[config.mk]
export PLATFORM = sky130hd
export DESIGN_NAME = ppf_ctrl
export DESIGN_NICKNAME = d
export VERILOG_FILES = /design/src/design/ppf_pkg.sv /design/src/design/ppf_ctrl.sv
export SDC_FILE = /design/constraint.sdc
export NUM_CORES = 1
export LEC_CHECK = 0
export ABC_AREA = 1
export BUFFER_PORTS_ARGS = -buffer_cell sky130_fd_sc_hd__buf_4
export CAP_MARGIN = 0
export CORE_AREA = 2 2 39 41
export DETAILED_ROUTE_END_ITERATION = 12
export DIE_AREA = 0 0 41 43
export GPL_ROUTABILITY_DRIVEN = 0
export SETUP_SLACK_MARGIN = 0.02
export SYNTH_ARGS = -nofsm -noshare
export SYNTH_HDL_FRONTEND = slang
export SYNTH_SLANG_ARGS = --single-unit
[constraint.sdc]
create_clock -name i_clk -period 1.5 [get_ports i_clk]
set_clock_uncertainty 0.05 [all_clocks]
set_input_delay 0.075 -clock i_clk [delete_from_list [all_inputs] [get_ports i_clk]]
set_output_delay 0.075 -clock i_clk [all_outputs]
set_load 0.05 [all_outputs]
[src/design/ppf_pkg.sv]
package ppf_pkg;

    localparam int PORT_BITS_DEF = 16;

    localparam logic [7:0] PROTO_TCP  = 8'h06;
    localparam logic [7:0] PROTO_UDP  = 8'h11;
    localparam logic [7:0] PROTO_ICMP = 8'h01;

    // minimum transport header sizes in bytes
    localparam int TCP_MIN_HDR = 20;
    localparam int UDP_HDR     = 8;

    // register select is paddr[2]
    localparam logic REG_FILTER_ENABLE = 1'b0;
    localparam logic REG_ICMP_PASS     = 1'b1;

    typedef enum logic [1:0] {
        CMD_CLEAR    = 2'd0,
        CMD_INSTALL  = 2'd1,
        CMD_CLASSIFY = 2'd2
    } t_cmd;

    typedef enum logic [2:0] {
        ST_INIT,
        ST_IDLE,
        ST_DECODE,
        ST_CLEAR,
        ST_FILL,
        ST_DONE
    } t_state;

    // controller -> datapath
    typedef struct packed {
        logic load;      // capture the input item
        logic clear_wr;  // write zero at the sweep counter in all tables
        logic fill_wr;   // write one at the sweep counter in selected tables
        logic load_out;  // load the result register
    } t_ctl;

    // datapath -> controller
    typedef struct packed {
        t_cmd cmd;       // command of the held item
        logic no_work;   // install sets nothing
        logic cnt_max;   // sweep counter at last table entry
        logic cnt_at_hi; // sweep counter at end of install range
    } t_sts;

endpackage

[src/design/ppf_ctrl.sv]
module ppf_ctrl (
    input  logic          i_clk,
    input  logic          i_rst_n,
    input  logic          i_valid,
    output logic          o_ready,
    output logic          o_valid,
    input  logic          i_ready,
    input  ppf_pkg::t_sts i_sts,
    output ppf_pkg::t_ctl o_ctl
);

    ppf_pkg::t_state r_state, n_state;
    logic            r_out_valid, n_out_valid;

    always_ff @(posedge i_clk) begin
        if (!i_rst_n) begin
            r_state     <= ppf_pkg::ST_INIT;
            r_out_valid <= 1'b0;
        end else begin
            r_state     <= n_state;
            r_out_valid <= n_out_valid;
        end
    end

    always_comb begin
        n_state = r_state;
        o_ctl   = '0;
        o_ready = 1'b0;
        case (r_state)
            ppf_pkg::ST_INIT: begin
                o_ctl.clear_wr = 1'b1;
                if (i_sts.cnt_max) begin
                    n_state = ppf_pkg::ST_IDLE;
                end
            end
            ppf_pkg::ST_IDLE: begin
                o_ready = 1'b1;
                if (i_valid) begin
                    o_ctl.load = 1'b1;
                    n_state    = ppf_pkg::ST_DECODE;
                end
            end
            ppf_pkg::ST_DECODE: begin
                case (i_sts.cmd)
                    ppf_pkg::CMD_CLEAR:   n_state = ppf_pkg::ST_CLEAR;
                    ppf_pkg::CMD_INSTALL: begin
                        n_state = i_sts.no_work ? ppf_pkg::ST_DONE : ppf_pkg::ST_FILL;
                    end
                    default:              n_state = ppf_pkg::ST_DONE;
                endcase
            end
            ppf_pkg::ST_CLEAR: begin
                o_ctl.clear_wr = 1'b1;
                if (i_sts.cnt_max) begin
                    n_state = ppf_pkg::ST_DONE;
                end
            end
            ppf_pkg::ST_FILL: begin
                o_ctl.fill_wr = 1'b1;
                if (i_sts.cnt_at_hi) begin
                    n_state = ppf_pkg::ST_DONE;
                end
            end
            ppf_pkg::ST_DONE: begin
                // wait for the output register to free up
                if (!r_out_valid || i_ready) begin
                    o_ctl.load_out = 1'b1;
                    n_state        = ppf_pkg::ST_IDLE;
                end
            end
            default: n_state = ppf_pkg::ST_INIT;
        endcase
    end

    always_comb begin
        if (o_ctl.load_out) begin
            n_out_valid = 1'b1;
        end else if (i_ready) begin
            n_out_valid = 1'b0;
        end else begin
            n_out_valid = r_out_valid;
        end
    end

    assign o_valid = r_out_valid;

endmodule

==> flow_metrics.env, run 1 <==
export IMPL_status="complete, no violations"
export IMPL_tightestPinTransition_ns=0.3005
export IMPL_rsz0062_at_grt="no"
export IMPL_criticalPathCategory="reg -> out"
export IMPL_ys_flop_type="dfxtp_1"
export IMPL_placed_area_um2=521.8
export IMPL_power_density_nw_per_um2=2111
export IMPL_final_common_cell="buf_4"
export IMPL_finalSetupViolCount=0
export IMPL_finalCritPeriodShare=0.9105
export IMPL_avgSynthCellArea_um2=6.523
export IMPL_clockBufferDepth=2
export IMPL_crit_fanout=6
export IMPL_cts_clk_slew_worst_paths_ns=0.03
export IMPL_cts_hold_buf=0
export IMPL_async_reset_ff_frac=0
export IMPL_dpl_worst_slack_ns=0.2478
export IMPL_cts_tree="yes"
export IMPL_synth_area_top_cells="dfxtp_1, inv_1, nand2_1"
export IMPL_grt_util_all_layers=0.1013
export IMPL_synth_seq_cells=4
export IMPL_drtIter0Drc=1
export IMPL_grt_antenna_before_repair=0
export IMPL_grt_pass1_wl_um=1214
export IMPL_diodes=0
export IMPL_wl_um=784
export IMPL_netlist_area_leader_share=0.2013
export IMPL_row_count=14
export IMPL_drc=0
export IMPL_final_hold_violation_count=0
export IMPL_final_area_um2=544.3
export IMPL_max_freq_mhz=732.2
export IMPL_seq_area_frac_synth=0.2013
export IMPL_cts_resized=0
export IMPL_combPwrFrac=0.701
export IMPL_synthCells=61
export IMPL_grt_pass1_vias=332
export IMPL_vias=397
export IMPL_grt_overflow_total=0
export IMPL_switchingPower_uw=651.8
export IMPL_die_area_um2=1763
export IMPL_synth_area_um2=397.9
export IMPL_port_buffers=14
export IMPL_cts_setup_buffers=0
export IMPL_period_needed_ns=1.366
export IMPL_cp_end_kind="primary output"
export IMPL_first_pass_iters=4
export IMPL_ir_drop_mv=0.6192
export IMPL_start_util=0.2875
export IMPL_clk_latency_ns=0.23
export IMPL_cp_arrival_ns=1.24
export IMPL_cp_required_ns=1.37
export IMPL_route_detailed_wl_per_inst_um=8.430
export IMPL_drive_gt1_frac=0.4026
export IMPL_internal_power_uw=497.3
export IMPL_p_seq_frac=0.187
export IMPL_fin_ws_ns=0.1343
export IMPL_synth_edf_count=0
export IMPL_swShare=0.5672
export IMPL_synth_fp_nets=70
export IMPL_grt_max_degree=9
export IMPL_core_area_um2=1384
export IMPL_num_io_pins=15
export IMPL_yosysWarnings=0
export IMPL_hold_ws_ns=0.05503
export IMPL_ant_nets=0
export IMPL_die_w_um=41
export IMPL_synth_cell_types=18
export IMPL_leakagePower_uw=0.0002946
export IMPL_clkPwrFrac=0.111
export IMPL_place_hpwl_um=668.1
export IMPL_hp_class="in -> reg"
export IMPL_cts_buffers=3
export IMPL_maxSlewHeadroom=0.7994
export IMPL_drv_slew=0
export IMPL_cts_sinks=4
export IMPL_fin_setup_tns_ns=0
export IMPL_routed_via_density=4.269
export IMPL_critPathLaunchType="register"
export IMPL_area_delta_synth_final_pct=36.79
export IMPL_root_buffer="clkbuf_4"
export IMPL_yosysTopAreaCell="dfxtp_1"
export IMPL_h_tree_depth=1
export IMPL_die_h_um=43
export IMPL_nNetsFinal=88
export IMPL_mostFrequentLayoutCells="buf_4, inv_1, nand2_1, nor2_1, o21ai_0"
export IMPL_drv_cap=0
-- kinds of logic after synthesis --
group,share of synthesized area
flops,0.2013
buf+inv,0.1415
compound gates,0.1258
simple gates,0.5315
-- area by class of cell --
| cell class | count | area (um^2) |
|---|---|---|
| clock buffers | 3 | 22.52 |
| fillers | 145 | 839.6 |
| inverters | 13 | 48.80 |
| multi-input cells | 43 | 267.8 |
| flip-flops and latches | 4 | 80.08 |
| well taps | 16 | 20.02 |
| repair buffers | 14 | 105.1 |
-- state kept, by name (all words and copies together), names as in the netlist --
name     flops
r_state      3
o_valid      1
-- through the flow --
| stage | instances | utilization | total power, uW |
|---|---|---|---|
| CTS | 93 | 0.3933 | 1164 |
| floorplan | 61 | - | 850.5 |
| detailed placement | 90 | 0.3770 | 1027 |
| global route | 93 | 0.3933 | 1262 |
| global placement | 90 | 0.3770 | 1031 |
| finish | 93 | 0.3933 | 1149 |
-- power groups by stage --
| stage | clock, uW | combinational [uW] | sequential, uW |
|---|---|---|---|
| 2_1_floorplan | 0 | 636 | 215 |
| 3_3_place_gp | 0 | 816 | 215 |
| 3_5_place_dp | 0 | 812 | 215 |
| 4_1_cts | 136 | 814 | 213 |
| 5_1_grt | 153 | 885 | 224 |
| 6_report | 128 | 806 | 215 |
-- synthesized netlist by cell type (2+ instances only) --
cell and count:
dfxtp_1 4, nor2_4 2, nand3_1 4, nand3_2 3, nand2_2 2, o21ai_0 5, a21oi_1 2, nor2_1 8
nand2_4 2, inv_2 3, inv_1 10, nand2_1 10
-- layer usage --
| layer | global-route usage | part of all wire |
|---|---|---|
| met5 | 0 | 0 |
| met4 | 0.06000 | 0.014 |
| met3 | 0.03141 | 0.050 |
| met2 | 0.1469 | 0.51 |
| met1 | 0.1250 | 0.43 |
-- critical path, stage by stage (launching register included) --
cell	delay, ns
dfxtp_1	0.48
nand3_2	0.17
a21oi_1	0.14
buf_4	0.21
-- worst paths after layout --
path                    from          to  slack (ns)  cells past startpoint
setup / recovery  r_state[0]    o_ctl[0]        0.13                      3
hold / removal       i_rst_n  r_state[1]        0.06                      3
setup reg to reg  r_state[2]  r_state[2]        0.24                      8
hold reg to reg      o_valid     o_valid        0.53                      2
(Power assumes the default switching activity.)
==> run 2: changes to the inputs <==
--- a/config.mk
+++ b/config.mk
@@ -12,6 +12,7 @@
 export DETAILED_ROUTE_END_ITERATION = 12
 export DIE_AREA = 0 0 41 43
 export GPL_ROUTABILITY_DRIVEN = 0
+export GPL_TIMING_DRIVEN = 0
 export SETUP_SLACK_MARGIN = 0.02
 export SYNTH_ARGS = -nofsm -noshare
 export SYNTH_HDL_FRONTEND = slang
==> constraint.sdc (replaced) <==
create_clock -name i_clk -period 1.5 [get_ports i_clk]
set_clock_uncertainty 0.05 [all_clocks]
set_input_delay 0.15 -clock i_clk [delete_from_list [all_inputs] [get_ports i_clk]]
set_output_delay 0.15 -clock i_clk [all_outputs]
set_load 0.05 [all_outputs]
==> run 2 against run 1 <==
Compared with the run above:
- critical path depth rose by 1
- via count rose by 0.25%
- worst setup slack got worse by 0.056 ns
- global-route usage fell by 0.18 points
- clock power barely moved
- routed wire length fell by 3.2%
- fmax fell by 4.0%
- final area rose by 4.4%
- register-to-register slack improved by 0.05 ns
- die area did not move
- sequential share of layout area fell by 0.18 points
- count of clock-buffer cells in the layout did not move
- critical endpoint unchanged
- largest cell class unchanged
==> flow_metrics.env, run 2 (synthesis results as in run 1) <==
export IMPL_drv_slew=0
export IMPL_clk_latency_ns=0.23
export IMPL_power_density_nw_per_um2=2081
export IMPL_mostFrequentLayoutCells="buf_4, inv_1, nand2_1, nor2_1, o21ai_0"
export IMPL_fin_setup_tns_ns=0
export IMPL_top_register="r_state"
export IMPL_period_needed_ns=1.422
export IMPL_first_pass_iters=3
export IMPL_die_area_um2=1763
export IMPL_route_detailed_wl_per_inst_um=7.989
export IMPL_fin_cells=95
export IMPL_drive_gt1_frac=0.4430
export IMPL_criticalPathCategory="reg -> out"
export IMPL_grt_antenna_before_repair=0
export IMPL_port_buffers=14
export IMPL_drv_cap=0
export IMPL_cts_tree="yes"
export IMPL_clkPwrFrac=0.109
export IMPL_finalSetupViolCount=0
export IMPL_drc=0
export IMPL_switchingPower_uw=656.2
export IMPL_grt_pass1_wl_um=1200
export IMPL_root_buffer="clkbuf_4"
export IMPL_grt_overflow_total=0
export IMPL_critPathLaunchType="register"
export IMPL_diodes=0
export IMPL_maxSlewHeadroom=0.8370
export IMPL_swShare=0.5550
export IMPL_h_tree_depth=1
export IMPL_final_common_cell="buf_4"
export IMPL_clockBufferDepth=2
export IMPL_crit_fanout=5
export IMPL_cp_arrival_ns=1.22
export IMPL_cts_sinks=4
export IMPL_reg2reg_from="r_state[2]"
export IMPL_final_hold_violation_count=0
export IMPL_total_power_uw=1182
export IMPL_routed_via_density=4.189
export IMPL_cts_buffers=3
export IMPL_startpoint="r_state[2]"
export IMPL_holdCritStartpoint="i_rst_n"
export IMPL_leakagePower_uw=0.0003064
export IMPL_grt_max_degree=9
export IMPL_combPwrFrac=0.699
export IMPL_tightestPinTransition_ns=0.2441
export IMPL_die_w_um=41
export IMPL_max_freq_mhz=703.2
export IMPL_ir_drop_mv=0.6704
export IMPL_hp_class="in -> reg"
export IMPL_internal_power_uw=526.1
export IMPL_cts_clk_slew_worst_paths_ns=0.04
export IMPL_status="complete, no violations"
export IMPL_start_util=0.2875
export IMPL_die_h_um=43
export IMPL_final_fill_count=141
export IMPL_nNetsFinal=90
export IMPL_finalCritPeriodShare=0.9481
export IMPL_cp_end_kind="primary output"
export IMPL_largest_reg_flops=3
export IMPL_core_area_um2=1384
export IMPL_row_count=14
export IMPL_ant_nets=0
export IMPL_rsz0062_at_grt="yes"
export IMPL_area_delta_synth_final_pct=42.77
export IMPL_wl_um=759
export IMPL_cp_required_ns=1.30
export IMPL_placed_cells=91
export IMPL_p_seq_frac=0.193
export IMPL_vias=398
export IMPL_final_area_um2=568.0
export IMPL_grt_util_all_layers=0.09950
export IMPL_place_hpwl_um=612.1
export IMPL_placed_area_um2=529.3
export IMPL_drtIter0Drc=4
export IMPL_num_io_pins=15
export IMPL_grt_pass1_vias=316
[run 2: final cells by class]
| class | instances | area, um^2 | share of cell area |
|---|---|---|---|
| flip-flops and latches | 4 | 82.58 | 0.1454 |
| plain buffers | 1 | 7.507 | 0.01322 |
| inverters | 13 | 51.30 | 0.09031 |
| well taps | 16 | 20.02 | 0.03524 |
| repair buffers | 15 | 116.4 | 0.2048 |
| clock buffers | 3 | 22.52 | 0.03965 |
| multi-input cells | 43 | 267.8 | 0.4714 |
[run 2: through the flow]
| step | utilization | setup slack (ns) | hold WS, ns |
|---|---|---|---|
| 6_report | 0.4105 | 0.07787 | 0.1264 |
| 5_1_grt | 0.4105 | -0.00007960 | 0.1245 |
| 4_1_cts | 0.4060 | 0.06407 | 0.1210 |
| 3_5_place_dp | 0.3825 | 0.2035 | 0.3734 |
| 3_3_place_gp | 0.3825 | 0.1840 | 0.3709 |
| 2_1_floorplan | - | -0.001807 | 0.2213 |
[run 2: critical path, stage by stage, from the launching register on]
cell and delay, ns:
dfxtp_1 0.44, nand3_2 0.15, a21oi_1 0.14, buf_4 0.12, buf_6 0.14
[run 2: repair_timing]
action	4_1_cts	5_1_grt
buffers inserted	1	0
hold endpoints to repair	0	0
hold buffers	0	0
setup endpoints to repair	1	2
resized for setup	2	2
[run 2: worst paths after layout]
kind,slack [ns],depth (start not counted),end
worst max-delay path,0.08,4,o_ctl[0]
worst min-delay path,0.13,3,r_state[1]
worst max register to register,0.29,7,r_state[2]
worst min register to register,0.53,2,o_valid
[run 2: power groups by stage]
stage	clock network, uW	registers, uW	logic, uW
6_report	128	228	826
3_3_place_gp	0	220	812
2_1_floorplan	0	215	636
4_1_cts	137	223	825
3_5_place_dp	0	219	809
5_1_grt	147	235	903
[run 2: metal layers]
| metal | GRT usage | wire (um) |
|---|---|---|
| met1 | 0.1290 | 350 |
| met2 | 0.1469 | 368 |
| met3 | 0.03141 | 41 |
| met4 | 0.04000 | 0 |
| met5 | 0 | 0 |
